**src/rtl/mar_pkg.sv**
```systemverilog
// mar_pkg: shared types, codes and constants of the matrix axis rotation block.
// Holds the transfer structs, the kind codes, the sequencer states and the CORDIC angle table.
// No dependencies.
package mar_pkg;

	localparam int CORDIC_STEPS_DEF  = 16;
	localparam int ELEMENT_COUNT_DEF = 16;
	localparam int ATAN_LEN          = 24;
	localparam int IDX_W             = 4;
	localparam int COEF_W            = 18;
	localparam logic signed [33:0] CORDIC_GAIN_Q30 = 34'sd652032874;
	localparam logic signed [31:0] ONE_Q16 = 32'sd65536;

	typedef enum logic [2:0] {
		KIND_IDENT = 3'd0,
		KIND_LOAD  = 3'd1,
		KIND_ROT_X = 3'd2,
		KIND_ROT_Y = 3'd3,
		KIND_ROT_Z = 3'd4,
		KIND_READ  = 3'd5
	} kind_t;

	typedef struct packed {
		logic [2:0]         kind;
		logic [3:0]         elem_index;
		logic signed [31:0] elem_value;
		logic [15:0]        turn_angle;
	} item_t;

	typedef struct packed {
		logic signed [31:0] read_value;
		logic               overflow;
	} result_t;

	typedef enum logic [3:0] {
		ST_IDLE,
		ST_OP,
		ST_CORD,
		ST_RA,
		ST_RB,
		ST_LB,
		ST_MB,
		ST_W1,
		ST_WA,
		ST_WB,
		ST_FIN_RD,
		ST_FIN_OUT
	} state_t;

	// atan(2^-i) in 2^32-per-turn units
	function automatic logic [29:0] atan_turn(input logic [4:0] i);
		logic [29:0] v;
		unique case (i)
			5'd0:  v = 30'd536870912;
			5'd1:  v = 30'd316933406;
			5'd2:  v = 30'd167458907;
			5'd3:  v = 30'd85004756;
			5'd4:  v = 30'd42667331;
			5'd5:  v = 30'd21354465;
			5'd6:  v = 30'd10679838;
			5'd7:  v = 30'd5340245;
			5'd8:  v = 30'd2670163;
			5'd9:  v = 30'd1335087;
			5'd10: v = 30'd667544;
			5'd11: v = 30'd333772;
			5'd12: v = 30'd166886;
			5'd13: v = 30'd83443;
			5'd14: v = 30'd41722;
			5'd15: v = 30'd20861;
			5'd16: v = 30'd10430;
			5'd17: v = 30'd5215;
			5'd18: v = 30'd2608;
			5'd19: v = 30'd1304;
			5'd20: v = 30'd652;
			5'd21: v = 30'd326;
			5'd22: v = 30'd163;
			5'd23: v = 30'd81;
			default: v = 30'd0;
		endcase
		return v;
	endfunction

	function automatic logic signed [31:0] ident_val(input logic [IDX_W-1:0] idx);
		return (idx[1:0] == idx[3:2]) ? ONE_Q16 : 32'sd0;
	endfunction

endpackage

```
**src/rtl/mar_store.sv**
```systemverilog
// mar_store: matrix element memory, one write and one registered read per cycle.
// Per-entry valid bits; an entry not valid reads as the identity value. Depends on mar_pkg.
module mar_store import mar_pkg::*; #(
	parameter int ELEMENT_COUNT = ELEMENT_COUNT_DEF
) (
	input  logic                             clk,
	input  logic                             arst_n,
	input  logic                             clr,
	input  logic [$clog2(ELEMENT_COUNT)-1:0] rd_addr,
	input  logic                             wr_en,
	input  logic [$clog2(ELEMENT_COUNT)-1:0] wr_addr,
	input  logic signed [31:0]               wr_data,
	output logic signed [31:0]               rd_data
);

	localparam int AW = $clog2(ELEMENT_COUNT);

	logic signed [31:0]       mem [ELEMENT_COUNT];
	logic [ELEMENT_COUNT-1:0] vld_q;
	logic signed [31:0]       rd_q;
	logic                     rd_vld_q;
	logic [AW-1:0]            rd_addr_q;

	always_ff @(posedge clk) begin
		if (wr_en)
			mem[wr_addr] <= wr_data;
		rd_q      <= mem[rd_addr];
		rd_addr_q <= rd_addr;
	end

	always_ff @(posedge clk or negedge arst_n) begin
		if (!arst_n) begin
			vld_q    <= '0;
			rd_vld_q <= 1'b0;
		end else begin
			rd_vld_q <= vld_q[rd_addr];
			if (clr)
				vld_q <= '0;
			else if (wr_en)
				vld_q[wr_addr] <= 1'b1;
		end
	end

	assign rd_data = rd_vld_q ? rd_q : ident_val(IDX_W'(rd_addr_q));

endmodule

```
**config.mk**
```make
export PLATFORM = sky130hd
export DESIGN_NAME = mar_store
export DESIGN_NICKNAME = d
export VERILOG_FILES = /design/src/rtl/mar_pkg.sv /design/src/rtl/mar_store.sv
export SDC_FILE = /design/constraint.sdc
export NUM_CORES = 1
export LEC_CHECK = 0
export ABC_AREA = 1
export CAP_MARGIN = 20
export CELL_PAD_IN_SITES_DETAIL_PLACEMENT = 1
export CELL_PAD_IN_SITES_GLOBAL_PLACEMENT = 1
export CORE_AREA = 2 2 247 249
export DETAILED_ROUTE_END_ITERATION = 7
export DIE_AREA = 0 0 249 251
export DONT_BUFFER_PORTS = 1
export PLACE_DENSITY_LB_ADDON = 0.1
export RECOVER_POWER = 25
export SYNTH_ARGS = -nofsm -noshare
export SYNTH_HDL_FRONTEND = slang
export SYNTH_SLANG_ARGS = --single-unit
```
**constraint.sdc**
```tcl
create_clock -name clk -period 1.7 [get_ports clk]
set_clock_uncertainty 0.05 [all_clocks]
set_input_delay 0.51 -clock clk [delete_from_list [all_inputs] [get_ports clk]]
set_output_delay 0.51 -clock clk [all_outputs]
set_load 0.1 [all_outputs]
```
==> results.yml <==
power_and_ir_drop:
  peakVddDrop_mv: 0.869
  powerDensity_mw_per_mm2: 1130
  leakage_nw: 11.9
global_routing:
  grt_max_degree: 267
  grt_pass1_wl_um: 102000
  grt-ovfl-total: 0
  antenna_found_initial: 2
  gr-usage-all-layers: 0.215
  grt_pass1_vias: 17228
floorplan:
  die_x_um: 249
  fp.dieArea_sq_mm: 0.0625
  core_area_sq_mm: 0.0598
  rows: 90
  fp.dieH_um: 251
  io_pins: 76
  start_util: 0.396
routing:
  wl_um: 65600
  via_count: 15871
  drtPass1Iterations: 4
  drc: 0
  ant_nets: 0
  drt-initial-drc-count: 897
  wl_per_cell_um: 20.3
  viasPerCell: 4.91
placed_design:
  globalplace.congestion: 0.751
  io_buffers: 0
  dp_hpwl_um: 38500
  pre_cts_ws_ns: -0.199
finish:
  nNetsFinal: 2445
  drive_above_1_share: 0.115
  post-route-util: 0.475
  synthToLayoutAreaGrowth_pct: 19.9
  diodes: 0
logic_synthesis:
  synth_warnings: 0
  synthArstFlopShare: 0.0301
  synth-edff-count: 512
  ys_top_cells_by_area: "edfxtp_1 (65%), nand2_1 (12%), nand3_1 (8.4%), inv_1 (7.2%), dfxtp_1 (3.0%)"
  syn_inst: 2301
  synth_top_area_frac: 0.649
  ys_types: 16
  synth_commonest_cells: "nand2_1 (737), edfxtp_1 (512), inv_1 (454)"
  synth_area_sq_mm: 0.0237
  yosys.cell_count.top_type: "nand2_1"
  ys_ff_latch: 565
  yosys.area.top_type: "edfxtp_1"
  seq_area_frac_synth: 0.698
  ys.flop_type: "edfxtp_1"
  syn_area_per_cell_sq_um: 10.3
  synth_nets: 2345
sta:
  finalCriticalPeriod_ns: 2.19
  whs_ns: 0.0265
  hold_violations: 0
  worst_pin_slew_ns: 0.879
  timing.setup.tns_ns: -21.67
  fin_ws_ns: -0.485
  finalSetupViolations: 65
  relSlewSlack: 0.412
  post-route-period-util: 1.29
  fmax_mhz: 458
  rsz0062_at_grt: "yes"
  slew_violations: 0
worst_setup_path:
  crit_path_start_kind: "register"
  cpMaxStageDelayCell: "dfrtp_2"
  cp_max_fo: 16
  cp-end-kind: "primary output"
  slowest_delay_ns: 0.46
  critPathRequiredTime_ns: 1.14
  crit_top_cell: "buf_12"
  crit_type: "register to primary output"
  path_cells: "buf_12 -> nand2_2 -> clkinvlp_4 -> buf_12"
  rrSetupSlack_ns: 0.45
  critPathArrivalTime_ns: 1.63
clock_network:
  htreeDepth: 3
  cts.sinks: 565
  clk_pin_slew_ns: 0.06
  cts_buffer_depth: 3
  tritoncts: "yes"
  root_buffer: "clkbuf_16"
  cts_buffers: 66
  insertion_delay_ns: 0.60
outcome:
  violations: "setup timing"
  run_status: "finished with violations"
run:
  cap_viol_max_count: 0
hold_path:
  hold_path_class: "input pin to register"
## stage by stage
| step | instances | instance area (sq um) | total power, W |
|---|---|---|---|
| floorplan | 2301 | 24000 | 0.0176 |
| detailed placement | 3077 | 26200 | 0.0184 |
| CTS | 3235 | 28600 | 0.0324 |
| finish | 3235 | 28400 | 0.0320 |
| global placement | 3077 | 26200 | 0.0183 |
| global route | 3235 | 28400 | 0.0331 |
## routing by layer
layer / part of all wire / vias up / track usage
met5: 0.00035 / - / 0
met4: 0.023 / 4 / 0.0639
met3: 0.036 / 99 / 0.0310
met2: 0.49 / 253 / 0.366
met1: 0.46 / 7974 / 0.285
li1: - / 7541 / -
## registers in the layout, indices dropped and copies added (netlist names)
name,count
vld_q,16
rd_addr_q,4
rd_vld_q,1
mem,512
rd_q,32
## worst max-delay path, delay by kind of cell, from the launching register on
| family | cells | cell delay (ns) |
|---|---|---|
| simple gates | 1 | 0.10 |
| buf+inv | 3 | 0.45 |
| flops | 1 | 0.46 |
## power breakdown
group	internal [W]	switching, W
Clock	0.00798	0.00561
Sequential	0.0155	0.000112
Combinational	0.000898	0.00185
## cell type report
| cell class | count | area [sq um] |
|---|---|---|
| inverter | 456 | 1870 |
| clock buffer | 95 | 1790 |
| multi-input combinational | 1166 | 5020 |
| tap | 782 | 978 |
| fill | 6437 | 31400 |
| timing repair buffer | 146 | 1960 |
| sequential | 565 | 16500 |
| clock inverter | 25 | 255 |
## kinds of logic (layout without fill, tap and decap cells)
kind of cell,after synthesis,count (layout),synth area share
AOI/OAI and AO/OA,14,14,0.00296
DFF,565,565,0.698
buffers and inverters,570,722,0.0952
and+or+nand+nor,1150,1150,0.204
xor gates and xnor gates,2,2,0.000740
## cell usage in the layout, fill, tap and decap left out, types with 3 or more instances in the layout
master,n
dfrtp_1,16
clkbuf_2,7
buf_12,61
inv_1,407
nor3_1,3
dfxtp_1,36
clkbuf_16,66
edfxtp_1,512
clkinvlp_2,8
nor2_1,10
nand2_1,702
dlygate4sd3_1,38
clkinvlp_4,36
clkbuf_4,8
nand3_1,398
nand2_2,34
clkbuf_8,3
buf_4,27
bufinv_16,4
clkinv_2,8
clkinv_1,6
clkbuf_1,27
inv_6,6
a21oi_1,13
## final timing paths
check                              endpoint         from  depth (start not counted)
min in group asynchronous          vld_q[8]       arst_n                          1
worst min register to register    vld_q[15]    vld_q[15]                          2
worst max-delay path            rd_data[20]     rd_vld_q                          4
max in group asynchronous          rd_vld_q       arst_n                          1
worst min-delay path               rd_q[28]   rd_addr[3]                          2
worst max register to register     rd_q[17]  mem[15][17]                          6
## repair_timing
item                                    in CTS  in global routing
endpoints found under the setup margin      32                 32
hold buffers                                38                  0
resized for setup                           14                  2
endpoints found under the hold margin      555                  0
buffers inserted                             0                  0
(Power assumes the default switching activity.)
