[config.mk]
export PLATFORM = sky130hd
export DESIGN_NAME = mar_mac
export DESIGN_NICKNAME = d
export VERILOG_FILES = /design/src/rtl/mar_pkg.sv /design/src/rtl/mar_mac.sv
export SDC_FILE = /design/constraint.sdc
export NUM_CORES = 2
export LEC_CHECK = 0
export BUFFER_PORTS_ARGS = -buffer_cell sky130_fd_sc_hd__clkbuf_2
export CORE_MARGIN = 3
export CORE_UTILIZATION = 45
export DETAILED_ROUTE_END_ITERATION = 6
export HOLD_SLACK_MARGIN = 0.02
export PLACE_DENSITY = 0.61
export SYNTH_ARGS = -nofsm -noshare
export SYNTH_HDL_FRONTEND = slang
export SYNTH_SLANG_ARGS = --single-unit
export TNS_END_PERCENT = 1
[constraint.sdc]
create_clock -name clk -period 18.1 [get_ports clk]
set_input_delay 2.715 -clock clk [delete_from_list [all_inputs] [get_ports clk]]
set_output_delay 2.715 -clock clk [all_outputs]
set_load 0.01 [all_outputs]
[src/rtl/mar_pkg.sv]
// mar_pkg: shared types, codes and constants of the matrix axis rotation block.
// Holds the transfer structs, the kind codes, the sequencer states and the CORDIC angle table.
// No dependencies.
package mar_pkg;

	localparam int CORDIC_STEPS_DEF  = 16;
	localparam int ELEMENT_COUNT_DEF = 16;
	localparam int ATAN_LEN          = 24;
	localparam int IDX_W             = 4;
	localparam int COEF_W            = 18;
	localparam logic signed [33:0] CORDIC_GAIN_Q30 = 34'sd652032874;
	localparam logic signed [31:0] ONE_Q16 = 32'sd65536;

	typedef enum logic [2:0] {
		KIND_IDENT = 3'd0,
		KIND_LOAD  = 3'd1,
		KIND_ROT_X = 3'd2,
		KIND_ROT_Y = 3'd3,
		KIND_ROT_Z = 3'd4,
		KIND_READ  = 3'd5
	} kind_t;

	typedef struct packed {
		logic [2:0]         kind;
		logic [3:0]         elem_index;
		logic signed [31:0] elem_value;
		logic [15:0]        turn_angle;
	} item_t;

	typedef struct packed {
		logic signed [31:0] read_value;
		logic               overflow;
	} result_t;

	typedef enum logic [3:0] {
		ST_IDLE,
		ST_OP,
		ST_CORD,
		ST_RA,
		ST_RB,
		ST_LB,
		ST_MB,
		ST_W1,
		ST_WA,
		ST_WB,
		ST_FIN_RD,
		ST_FIN_OUT
	} state_t;

	// atan(2^-i) in 2^32-per-turn units
	function automatic logic [29:0] atan_turn(input logic [4:0] i);
		logic [29:0] v;
		unique case (i)
			5'd0:  v = 30'd536870912;
			5'd1:  v = 30'd316933406;
			5'd2:  v = 30'd167458907;
			5'd3:  v = 30'd85004756;
			5'd4:  v = 30'd42667331;
			5'd5:  v = 30'd21354465;
			5'd6:  v = 30'd10679838;
			5'd7:  v = 30'd5340245;
			5'd8:  v = 30'd2670163;
			5'd9:  v = 30'd1335087;
			5'd10: v = 30'd667544;
			5'd11: v = 30'd333772;
			5'd12: v = 30'd166886;
			5'd13: v = 30'd83443;
			5'd14: v = 30'd41722;
			5'd15: v = 30'd20861;
			5'd16: v = 30'd10430;
			5'd17: v = 30'd5215;
			5'd18: v = 30'd2608;
			5'd19: v = 30'd1304;
			5'd20: v = 30'd652;
			5'd21: v = 30'd326;
			5'd22: v = 30'd163;
			5'd23: v = 30'd81;
			default: v = 30'd0;
		endcase
		return v;
	endfunction

	function automatic logic signed [31:0] ident_val(input logic [IDX_W-1:0] idx);
		return (idx[1:0] == idx[3:2]) ? ONE_Q16 : 32'sd0;
	endfunction

endpackage

[src/rtl/mar_mac.sv]
// mar_mac: pipelined sum of two Q16.16 x Q4.14 products, rounded and saturated to 32 bits.
// Three register stages: products, sum, round/saturate; depends on mar_pkg.
module mar_mac import mar_pkg::*; (
	input  logic                     clk,
	input  logic signed [31:0]       x0,
	input  logic signed [COEF_W-1:0] k0,
	input  logic signed [31:0]       x1,
	input  logic signed [COEF_W-1:0] k1,
	output logic signed [31:0]       y,
	output logic                     sat
);

	logic signed [31+COEF_W:0] p0_s1, p1_s1;
	logic signed [32+COEF_W:0] sum_s2;
	logic signed [31:0]        y_s3;
	logic                      sat_s3;

	logic signed [32+COEF_W:0] rnd;
	logic signed [18+COEF_W:0] shr;
	logic                      hi, lo;

	always_comb begin
		rnd = sum_s2 + (32+COEF_W+1)'(8192);
		shr = rnd[32+COEF_W:14];
		hi  = !shr[18+COEF_W] && (shr[17+COEF_W:31] != '0);
		lo  = shr[18+COEF_W] && (shr[17+COEF_W:31] != '1);
	end

	always_ff @(posedge clk) begin
		p0_s1  <= x0 * k0;
		p1_s1  <= x1 * k1;
		sum_s2 <= {p0_s1[31+COEF_W], p0_s1} + {p1_s1[31+COEF_W], p1_s1};
		sat_s3 <= hi || lo;
		if (hi)
			y_s3 <= 32'sh7FFF_FFFF;
		else if (lo)
			y_s3 <= 32'sh8000_0000;
		else
			y_s3 <= shr[31:0];
	end

	assign y   = y_s3;
	assign sat = sat_s3;

endmodule

==> results.cfg <==
[timing]
worst_pin_slew_ns = 1.14
drv_slew = 0
maxSlewHeadroom_pct = 23.7
timing.fmax_mhz = 102
fin_crit_ns = 9.84
fin_setup_tns_ns = 0
finClkSkew_ns = 0.0168
setup_viol = 0
hold_violations = 0
rsz0062_at_grt = no
finalCritPeriodShare_pct = 54.3

[yosys]
ys_top_cells_by_area = fa_1 48%, inv_1 10%, ha_1 8.0%
yosys-mux-area-fraction_pct = 0.0655
ys_ff_latch = 171
synth_cell_types = 71
syn-num-nets = 6578
synth_top_area_share_pct = 48.3
ys_dominant_reg_cell = dfxtp_1
synth_edf_count = 0
avgSynthCellArea_um2 = 9.02
synth_fa_ha_area_share_pct = 56.3
synth_top_area_cell = fa_1
synthXorXnorAreaFrac_pct = 3.04
synth_top_family_by_area = adder cells
synth_compound_area_share_pct = 5.65
synth_cells = 5079
netlist_area_um2 = 45800
ys_seq_area_share_pct = 7.47
synthArstFlopShare_pct = 0
ys_warn_count = 0
synth-simple-area-share_pct = 15.5

[cells_and_area]
nNetsFinal = 6519
fill_cells = 9657
syn2layout_area_growth_pct = 4.81
layout-drive-gt1-share_pct = 3.70

[detailed_routing]
ant_nets = 0
drc = 0
dr_total_vias = 32700
drtPass1Iterations = 6
drt-initial-drc-count = 1809
wl_per_cell_um = 17.3
routed_wl_um = 111000
vias_per_cell = 5.11

[critical_path]
cp_cell_sequence = clkbuf_2 -> clkinv_1 -> nor2_1 -> fa_1 -> fa_1 -> fa_1 -> fa_1 -> fa_1 -> inv_1 -> fa_1 -> inv_1 -> ha_1 -> a21o_1 -> a31o_1 -> a221o_1 -> or2_1 -> nand4bb_1 -> and4_1 -> o22ai_1 -> o21ai_1 -> and4_1 -> nor3_1
max_stage_delay_ns = 0.89
cp_data_arrival_time_ns = 10.20
required_ns = 18.47
r2r-start = sum_s2[27]
crit_path_top_delay_cell = clkinv_1
endpoint_kind = flip-flop
crit_start = k0[17]
critPathKind = in2reg
path_buf_inv = 4
cp-start-kind = input pin
crit_family = adder cells
path_common_cell = fa_1
cp_max_fo = 26

[floorplanning]
coreArea_um2 = 101000
rows = 116
die_h_um = 325
start_util_pct = 45.6
die_x_um = 325
die-area_um2 = 106000
ios = 134

[clock_tree]
clkSinkCount = 171
post_cts_buffers = 0
cts.clk_slew.worst_paths_ns = 0.07
clockRootBuffer = clkbuf_16
hold_buffers = 0
cts_max_level = 4
cts.repair.resized = 0
clockBufferDepth = 2
cts_tree = done
cts_buffers = 17
insertion_delay_ns = 0.44

[global_route]
grt.total_usage_pct = 22.1
grt_overflow = 0
grt_pass1_wl_um = 186000
grt_max_degree = 33
grt_pass1_vias = 35700
antenna_found_initial = 2

[place]
port_buffers = 133
post-dp-hpwl_um = 89400
globalplace.congestion = 0.863

[hold_path]
min_path_type = reg2reg
worstHoldStart = sum_s2[38]

[status]
outcome = complete, no violations

[job]
maxCapViolations = 0
worst min-delay path, cell delays in order, from the launching register on:
cell and delay, ns:
dfxtp_1 0.34, xor2_1 0.08, o21ai_1 0.12
layer usage:
layer | track usage (%) | vias up | wire (µm)
li1 | - | 14800 | -
met1 | 27.7 | 17000 | 44500
met2 | 39.5 | 783 | 57300
met5 | 0 | - | 0
met4 | 6.79 | 0 | 3780
met3 | 2.99 | 184 | 5080
placed cells by master, fill, tap and decap left out, types with 24 or more instances in the layout:
| cell type | n |
|---|---|
| a21o_1 | 52 |
| a21oi_1 | 108 |
| and2_1 | 450 |
| clkbuf_2 | 133 |
| dfxtp_1 | 171 |
| fa_1 | 1106 |
| ha_1 | 292 |
| inv_1 | 1242 |
| nand2_1 | 723 |
| nand2b_1 | 24 |
| nand3_1 | 38 |
| nand4_1 | 25 |
| nor2_1 | 127 |
| o21ai_0 | 50 |
| o21ai_1 | 55 |
| xnor2_1 | 111 |
| xor2_1 | 48 |
final timing paths:
path                    end  slack (ns)  depth (start not counted)
setup reg to reg       y[0]       13.79                          9
setup / recovery  p0_s1[49]        8.26                         22
hold reg to reg       y[24]        0.58                          2
hold / removal        y[24]        0.58                          2
registers in the layout, summed over array words and instances, names as in the netlist:
register / count
sat: 1
sum_s2: 38
p0_s1: 50
p1_s1: 50
y: 32
Yosys cell counts, drive strengths merged (5+ instances only):
cell type	instances
inv	1246
fa	1106
nand2	723
and2	450
ha	292
clkbuf	213
dfxtp	171
nor2	127
xnor2	111
a21oi	110
o21ai	106
a21o	52
xor2	48
nand3	38
nand4	25
nand2b	24
and3	21
nor3	21
o21a	21
a31oi	18
o21bai	17
nor2b	13
a211oi	10
o211ai	10
and4	9
or4	7
a21boi	6
a221oi	6
buf	5
nor4b	5
cells by family after synthesis:
logic type,after synthesis
buffers and inverters,1465
AND/OR/NAND/NOR,1478
XOR/XNOR,159
flip-flops,171
multiplexers,3
AO/OA/AOI/OAI,405
adder cells (fa/ha/maj),1398
stage by stage:
stage | util (%) | cell area [µm²] | instances | worst slack, ns | hold slack (ns)
5_1_grt | 47.8 | 48000 | 6390 | 7.97 | 0.615
3_5_place_dp | 47.2 | 47400 | 6358 | 7.95 | 0.561
3_3_place_gp | 47.2 | 47400 | 6358 | 8.06 | 0.549
6_report | 47.8 | 48000 | 6391 | 8.26 | 0.581
2_1_floorplan | - | 45800 | 5079 | 9.06 | 0.469
4_1_cts | 47.8 | 48000 | 6390 | 8.39 | 0.599
cell type report:
class / instances / area (µm²) / share of cell area (%)
Clock inverter: 13 / 153 / 0.318
Clock buffer: 19 / 443 / 0.922
Tap cell: 1357 / 1700 / 3.53
Timing Repair Buffer: 140 / 718 / 1.49
Multi-Input combinational cell: 3443 / 36900 / 76.9
Inverter: 1247 / 4680 / 9.74
Antenna cell: 1 / 2.50 / 0.00521
Sequential cell: 171 / 3420 / 7.13
Power is not shown: default switching activity piles up to over one toggle a cycle in this logic, so the estimate is an artifact.
