<file path="src/rtl/mar_pkg.sv">
// mar_pkg: shared types, codes and constants of the matrix axis rotation block.
// Holds the transfer structs, the kind codes, the sequencer states and the CORDIC angle table.
// No dependencies.
package mar_pkg;

	localparam int CORDIC_STEPS_DEF  = 16;
	localparam int ELEMENT_COUNT_DEF = 16;
	localparam int ATAN_LEN          = 24;
	localparam int IDX_W             = 4;
	localparam int COEF_W            = 18;
	localparam logic signed [33:0] CORDIC_GAIN_Q30 = 34'sd652032874;
	localparam logic signed [31:0] ONE_Q16 = 32'sd65536;

	typedef enum logic [2:0] {
		KIND_IDENT = 3'd0,
		KIND_LOAD  = 3'd1,
		KIND_ROT_X = 3'd2,
		KIND_ROT_Y = 3'd3,
		KIND_ROT_Z = 3'd4,
		KIND_READ  = 3'd5
	} kind_t;

	typedef struct packed {
		logic [2:0]         kind;
		logic [3:0]         elem_index;
		logic signed [31:0] elem_value;
		logic [15:0]        turn_angle;
	} item_t;

	typedef struct packed {
		logic signed [31:0] read_value;
		logic               overflow;
	} result_t;

	typedef enum logic [3:0] {
		ST_IDLE,
		ST_OP,
		ST_CORD,
		ST_RA,
		ST_RB,
		ST_LB,
		ST_MB,
		ST_W1,
		ST_WA,
		ST_WB,
		ST_FIN_RD,
		ST_FIN_OUT
	} state_t;

	// atan(2^-i) in 2^32-per-turn units
	function automatic logic [29:0] atan_turn(input logic [4:0] i);
		logic [29:0] v;
		unique case (i)
			5'd0:  v = 30'd536870912;
			5'd1:  v = 30'd316933406;
			5'd2:  v = 30'd167458907;
			5'd3:  v = 30'd85004756;
			5'd4:  v = 30'd42667331;
			5'd5:  v = 30'd21354465;
			5'd6:  v = 30'd10679838;
			5'd7:  v = 30'd5340245;
			5'd8:  v = 30'd2670163;
			5'd9:  v = 30'd1335087;
			5'd10: v = 30'd667544;
			5'd11: v = 30'd333772;
			5'd12: v = 30'd166886;
			5'd13: v = 30'd83443;
			5'd14: v = 30'd41722;
			5'd15: v = 30'd20861;
			5'd16: v = 30'd10430;
			5'd17: v = 30'd5215;
			5'd18: v = 30'd2608;
			5'd19: v = 30'd1304;
			5'd20: v = 30'd652;
			5'd21: v = 30'd326;
			5'd22: v = 30'd163;
			5'd23: v = 30'd81;
			default: v = 30'd0;
		endcase
		return v;
	endfunction

	function automatic logic signed [31:0] ident_val(input logic [IDX_W-1:0] idx);
		return (idx[1:0] == idx[3:2]) ? ONE_Q16 : 32'sd0;
	endfunction

endpackage

</file>
<file path="src/rtl/mar_cordic.sv">
// mar_cordic: iterative CORDIC giving cosine and sine (Q4.14) of a 16-bit turn angle.
// One micro-rotation per cycle with quadrant folding; depends on mar_pkg.
module mar_cordic import mar_pkg::*; #(
	parameter int CORDIC_STEPS = CORDIC_STEPS_DEF
) (
	input  logic                     clk,
	input  logic                     arst_n,
	input  logic                     go,
	input  logic [15:0]              angle,
	output logic                     fin,
	output logic signed [COEF_W-1:0] cos_val,
	output logic signed [COEF_W-1:0] sin_val
);

	localparam int STEP_W = (CORDIC_STEPS > 1) ? $clog2(CORDIC_STEPS) : 1;

	logic              run_q;
	logic              fin_q;
	logic [STEP_W-1:0] it_q;
	logic [1:0]        quad_q;
	logic signed [33:0] x_q, y_q;
	logic signed [32:0] z_q;

	logic [15:0]        ang_bias;
	logic [1:0]         quad;
	logic [15:0]        resid;
	logic signed [33:0] dx, dy;
	logic signed [32:0] dz;
	logic signed [34:0] xr, yr;
	logic signed [COEF_W-1:0] cc, ss;

	always_comb begin
		ang_bias = angle + 16'h2000;
		quad     = ang_bias[15:14];
		resid    = angle - {quad, 14'd0};
		dx       = y_q >>> it_q;
		dy       = x_q >>> it_q;
		dz       = {3'd0, atan_turn(5'(it_q))};
		xr       = {x_q[33], x_q} + 35'sd32768;
		yr       = {y_q[33], y_q} + 35'sd32768;
		cc       = xr[COEF_W+15:16];
		ss       = yr[COEF_W+15:16];
	end

	always_ff @(posedge clk or negedge arst_n) begin
		if (!arst_n) begin
			run_q <= 1'b0;
			fin_q <= 1'b0;
			it_q  <= '0;
		end else begin
			fin_q <= 1'b0;
			if (go) begin
				run_q <= 1'b1;
				it_q  <= '0;
			end else if (run_q) begin
				it_q <= it_q + 1'b1;
				if (it_q == STEP_W'(CORDIC_STEPS - 1)) begin
					run_q <= 1'b0;
					fin_q <= 1'b1;
				end
			end
		end
	end

	always_ff @(posedge clk) begin
		if (go) begin
			quad_q <= quad;
			x_q    <= CORDIC_GAIN_Q30;
			y_q    <= '0;
			z_q    <= {resid[15], resid, 16'd0};
		end else if (run_q) begin
			if (!z_q[32]) begin
				x_q <= x_q - dx;
				y_q <= y_q + dy;
				z_q <= z_q - dz;
			end else begin
				x_q <= x_q + dx;
				y_q <= y_q - dy;
				z_q <= z_q + dz;
			end
		end
	end

	always_comb begin
		case (quad_q)
			2'd0: begin
				cos_val = cc;
				sin_val = ss;
			end
			2'd1: begin
				cos_val = -ss;
				sin_val = cc;
			end
			2'd2: begin
				cos_val = -cc;
				sin_val = -ss;
			end
			default: begin
				cos_val = ss;
				sin_val = -cc;
			end
		endcase
	end

	assign fin = fin_q;

endmodule

</file>
<file path="config.mk">
export PLATFORM = sky130hd
export DESIGN_NAME = mar_cordic
export DESIGN_NICKNAME = d
export VERILOG_FILES = /design/src/rtl/mar_pkg.sv /design/src/rtl/mar_cordic.sv
export SDC_FILE = /design/constraint.sdc
export NUM_CORES = 1
export LEC_CHECK = 0
export BUFFER_PORTS_ARGS = -buffer_cell sky130_fd_sc_hd__buf_2
export CAP_MARGIN = 0
export CORE_MARGIN = 1.5
export CORE_UTILIZATION = 35
export DETAILED_ROUTE_END_ITERATION = 6
export PLACE_DENSITY = 0.47
export SYNTH_ARGS = -nofsm -noshare
export SYNTH_HDL_FRONTEND = slang
export SYNTH_SLANG_ARGS = --single-unit
</file>
<file path="constraint.sdc">
create_clock -name clk -period 8.6 [get_ports clk]
set_clock_uncertainty 0.2 [all_clocks]
set_input_delay 0.86 -clock clk [delete_from_list [all_inputs] [get_ports clk]]
set_output_delay 0.86 -clock clk [all_outputs]
set_load 0.02 [all_outputs]
</file>
==> impl_metrics.tcl, run 1 <==
set metrics [dict create \
    synth_flop_cell "dfxtp_1" \
    cts.clk_slew.worst_paths_ns 0.09 \
    core_mm2 0.0502 \
    rsz0062_at_grt "no" \
    gp_congestion 0.935 \
    wl_met3_um 2720 \
    ys_types 89 \
    numPortBuffers 55 \
    crit_type "flip-flop to flip-flop" \
    synth_area_mm2 0.0178 \
    worst_path_largest_cell_delay_ns 0.73 \
    syn_to_final_growth_pct 5.49 \
    cts_tree "yes" \
    wl_um 60300 \
    via_per_inst 5.90 \
    clk_latency_ns 0.41 \
    grt_pass1_wl_um 95600 \
    die_x_um 228 \
    ys_seq_elements 109 \
    post_cts_buffers 0 \
    dr.pass1.iters 5 \
    synth-edff-count 19 \
    crit_arrival_ns 7.06 \
    ys_seq_area_share_pct 13.5 \
    cap_violations 0 \
    multi_input_area_mm2 0.0144 \
    path_cells "buf_4, mux4_2, a21oi_1, nand2_1, o31ai_1, ha_1, a21boi_0, and2_1, and3_1, and3_1, nor4b_1, a31oi_1, xnor2_1, ha_1, a21o_1, nand2_1, inv_1, o21ai_0, o211ai_1, o41ai_1, nor2_1, mux2i_1, mux2_1" \
    cts_hold_buf 0 \
    ant_nets 0 \
    setup_tns_ns 0 \
    num_rows 82 \
    wl_per_cell_um 21.1 \
    num_vias 16900 \
    whs_ns 0.0661 \
    die-area_mm2 0.0522 \
    io_pins 56 \
    status "completed" \
    clockBufferDepth 2 \
    hp-class "input pin to async pin" \
    max_freq_mhz 143 \
    max-slew-margin-rel_pct 29.5 \
    start_util_pct 35.4 \
    antenna_found_initial 2 \
    routed.top_layer "met4" \
    cts_root_buf "clkbuf_16" \
    gr-total-overflow 0 \
    cts_sinks 109 \
    grt_pass1_vias 16700 \
    htree_levels 3 \
    worst_slew_pin_slew_ns 1.06 \
    fin_crit_sh_pct 81.1 \
    post-route-min-period_ns 6.97 \
    nNetsFinal 2324 \
    fin_cells 2863 \
    seq_area_mm2 0.00242 \
    syn_inst 2246 \
    worstSetupStartpointType "flip-flop" \
    cp.required_ns 8.69 \
    async_reset_ff_share_pct 5.50 \
    met2_length_um 28700 \
    grt.total_usage_pct 23.1 \
    cp_slowest_cell "buf_4" \
    drive_above_1_share_pct 12.8 \
    finalSetupViolations 0 \
    met1Wirelength_um 26900 \
    drtIter0Drc 1203 \
    setup.worst_path.end_class "flip-flop" \
    slew_viol_final 0 \
    yosysWarnings 0 \
    cts_buffers 9 \
    avgSynthCellArea_um2 7.92 \
    r2r_setup_slack_ns 1.63 \
    place_inst 2846 \
    die_h_um 228 \
    grt_max_degree 72 \
    cts_resized 0 \
    fillers 5218 \
    cp_max_fo 57 \
    drc 0 \
    final_hold_viol_count 0 \
    hpwl_um 44900 \
    syn-num-nets 2385 \
]
[layout make-up]
| cell class | instances | area share [%] |
|---|---|---|
| Antenna cell | 1 | 0.0133 |
| Clock buffer | 11 | 1.24 |
| Clock inverter | 5 | 0.240 |
| Inverter | 68 | 1.36 |
| Multi-Input combinational cell | 1906 | 76.9 |
| Sequential cell | 109 | 12.9 |
| Tap cell | 672 | 4.48 |
| Timing Repair Buffer | 91 | 2.92 |
[cell usage in the layout, fill, tap and decap left out, drive strengths merged, types with 25 or more instances in the layout]
cell type	count
a21oi	191
mux4	98
xor2	93
nor3	32
buf	91
nor2	224
and3	40
a21o	52
nand2	197
mux2i	95
mux2	40
nand2b	29
ha	117
a31oi	31
and2	25
o21ai	133
inv	69
nand3	61
xnor2	136
dfxtp	84
[worst max-delay path, delay by kind of cell (launching register included)]
family | cells | cell delay, ns
buffers and inverters | 2 | 0.77
AOI/OAI and AO/OA | 8 | 1.65
muxes | 3 | 1.13
and+or+nand+nor | 7 | 1.64
adders and majority gates | 2 | 0.58
DFF | 1 | 0.68
xor gates and xnor gates | 1 | 0.18
[path summary, 6_finish.rpt]
check / start / to / cells after the start
worst max-delay path: it_q[0]$_DFFE_PN0P_ / y_q[33]$_SDFFE_PP0P_ / 23
worst min-delay path: arst_n / it_q[2]$_DFFE_PN0P_ / 1
worst max register to register: it_q[0]$_DFFE_PN0P_ / y_q[33]$_SDFFE_PP0P_ / 23
worst min register to register: z_q[10]$_SDFFE_PP0P_ / z_q[10]$_SDFFE_PP0P_ / 2
max in group asynchronous: arst_n / run_q$_DFF_PN0_ / 1
min in group clk: z_q[10]$_SDFFE_PP0P_ / z_q[10]$_SDFFE_PP0P_ / 2
[state kept, by name, indices dropped and copies added, names as in the netlist]
| name | flops |
|---|---|
| quad_q | 2 |
| run_q | 1 |
| y_q | 34 |
| fin | 1 |
| it_q | 4 |
| x_q | 34 |
| z_q | 33 |
[metrics by stage]
stage | area (µm²) | worst slack, ns | util (%)
CTS | 18800 | 1.59 | 37.4
detailed placement | 18500 | 1.65 | 36.8
finish | 18800 | 1.63 | 37.4
floorplan | 17800 | 1.83 | -
global placement | 18500 | 1.72 | 36.8
global route | 18800 | 0.949 | 37.4
[per-layer routing]
metal / vias up / GRT usage (%)
met3: 109 / 2.78
met1: 8178 / 29.4
met4: 0 / 9.02
met5: - / 0
li1: 8152 / -
met2: 466 / 39.6
[cell families after synthesis]
kind of cell | share of synthesized area, %
flip-flops | 13.5
multiplexers | 20.4
XOR/XNOR | 11.3
adder cells (fa/ha/maj) | 8.57
AO/OA/AOI/OAI | 21.9
AND/OR/NAND/NOR | 19.0
buffers and inverters | 5.43
[cell usage after synthesis, drive strengths merged, types with 29 or more instances]
cell type  count  area (µm²)
a21o          52         390
inv           66         248
o21ai        133         666
nor2         224         841
nand3         61         305
a31oi         31         194
mux2i         95         951
and3          40         250
buf           63         335
xnor2        136        1190
nand2b        29         181
ha           117        1460
mux2          40         450
dfxtp         84        1680
nor3          32         160
mux4          98        2230
clkbuf       100         375
xor2          93         815
a21oi        191         960
nand2        197         739
Power of run 1 is left out: the tool's default activity adds up to more than one toggle a clock period on the data nets, which glitch-free logic cannot reach.
==> run 2: changes to the inputs <==
- PLACE_DENSITY: 0.47 -> 0.49
- clock period: 8.6 -> 6.15 ns (I/O delays scaled with it)
==> run 2 against run 1 <==
First-iteration DRC count rose by 21%. Worst hold slack better by 0.21 ns. Sequential share of layout area is 0.54 points lower. Non-clock buffer count grew 76. Critical path depth up 3. Register-to-register slack worse by 1.3 ns. Setup slack got worse by 1.3 ns. Via count is 2.2% higher. Flip-flop and latch count unchanged. Cell count up 2.6%. Global-route usage rose by 0.36 points.
==> impl_metrics.tcl, run 2 (same netlist as run 1, synthesis figures left out) <==
set metrics [dict create \
    clk_latency_ns 0.40 \
    cts_root_buf "clkbuf_16" \
    nNetsFinal 2400 \
    final_hold_viol_count 0 \
    multi_input_area_mm2 0.0145 \
    fin_crit_sh_pct 94.8 \
    die_h_um 228 \
    io_pins 56 \
    final_common_cell "nor2_1" \
    via_per_inst 5.88 \
    clockBufferDepth 2 \
    syn_to_final_growth_pct 10.1 \
    crit_arrival_ns 5.77 \
    numPortBuffers 55 \
    drc 0 \
    num_vias 17300 \
    max-slew-margin-rel_pct 34.2 \
    worstSetupStartpointType "flip-flop" \
    status "completed" \
    cts_tree "yes" \
    final_cell_mix "222 x nor2_1, 197 x nand2_1, 190 x a21oi_1, 136 x xnor2_1, 129 x o21ai_0" \
    cp.required_ns 6.09 \
    seq_area_mm2 0.00242 \
    cts_sinks 109 \
    grt_pass1_wl_um 96100 \
    drtIter0Drc 1455 \
    die_x_um 228 \
    grt_pass1_vias 16500 \
    n_antenna_cell 0 \
    max_freq_mhz 171 \
    wl_um 62100 \
    grt_max_degree 67 \
    fillers 5177 \
    place_inst 2919 \
    htree_levels 3 \
    antenna_found_initial 0 \
    cts_buffers 9 \
    worst_slew_pin_slew_ns 0.986 \
    core_mm2 0.0502 \
    fin_cells 2938 \
    reg.largest.list "x_q (34), y_q (34), z_q (33)" \
    dr.pass1.iters 6 \
    cts.clk_slew.worst_paths_ns 0.09 \
    whs_ns 0.272 \
    gr-total-overflow 0 \
    finalSetupViolations 0 \
    wl_per_cell_um 21.1 \
    gp_congestion 0.905 \
    crit_type "flip-flop to flip-flop" \
    grt.total_usage_pct 23.4 \
    ant_nets 0 \
    cap_violations 0 \
    hpwl_um 47300 \
    cp_max_fo 7 \
    start_util_pct 35.4 \
    drive_above_1_share_pct 16.3 \
    post-route-min-period_ns 5.83 \
    setup.worst_path.end_class "flip-flop" \
    num_rows 82 \
    die-area_mm2 0.0522 \
    hp-class "flip-flop to flip-flop" \
    slew_viol_final 0 \
]
==> run 2: area by class of cell <==
class	count	area share (%)
clock buffers	10	1.28
clock inverters	6	0.371
inverters	68	1.32
multi-input cells	1906	74.0
flip-flops and latches	109	12.4
well taps	672	4.30
repair buffers	167	6.36
==> run 2: timing repair <==
item                                    CTS  global route
resized for setup                         0            27
endpoints found under the setup margin    0            17
hold buffers                              1             0
buffers inserted                          0             1
hold endpoints to repair                  6             0
==> run 2: critical path, cell delays in order (launching register included) <==
cell	delay (ns)
dfrtp_4	0.49
clkinvlp_4	0.19
ha_1	0.34
nand2_1	0.15
a21oi_1	0.09
a21oi_1	0.19
buf_4	0.15
ha_1	0.16
o2111ai_1	0.15
nor4_2	0.32
and3_1	0.23
nor4b_2	0.28
buf_4	0.18
nor2_1	0.06
xor2_1	0.27
ha_1	0.29
nand2_1	0.10
nor2_1	0.07
nand3_1	0.10
nor4_1	0.06
buf_4	0.17
o41a_1	0.46
o2bb2ai_1	0.17
o41ai_2	0.28
o21ba_2	0.18
xor2_1	0.16
o21ai_0	0.08
==> run 2: through the flow <==
step	utilization (%)	worst slack (ns)	setup TNS, ns	cell area (µm²)
2_1_floorplan	-	0.00644	0	17800
3_3_place_gp	38.1	0.0753	0	19100
3_5_place_dp	38.1	0.0823	0	19100
4_1_cts	38.7	0.0422	0	19400
5_1_grt	39.0	-0.0121	-0.0121	19600
6_report	39.0	0.317	0	19600
==> run 2: worst paths after layout <==
path,startpoint,to,slack [ns],depth (start not counted)
worst max register to register,it_q[0]$_DFFE_PN0P_,z_q[30]$_DFFE_PP_,0.32,26
max in group asynchronous,arst_n,run_q$_DFF_PN0_,5.21,2
min in group asynchronous,arst_n,fin$_DFF_PN0_,0.36,2
worst max-delay path,it_q[0]$_DFFE_PN0P_,z_q[30]$_DFFE_PP_,0.32,26
worst min-delay path,z_q[15]$_SDFFE_PP0P_,z_q[15]$_SDFFE_PP0P_,0.27,2
worst min register to register,z_q[15]$_SDFFE_PP0P_,z_q[15]$_SDFFE_PP0P_,0.27,2
==> run 2: routing by layer <==
metal  vias to the layer above  part of all wire, %  track usage (%)  routed length [µm]
li1                       8308                    -                -                   -
met1                      8319                   47             32.9               29200
met2                       571                   43             36.2               26900
met3                        77                  7.0             3.95                4360
met4                         0                  2.6             7.93                1640
met5                         -                    0                0                   0
Power of run 2 is left out for the same reason.
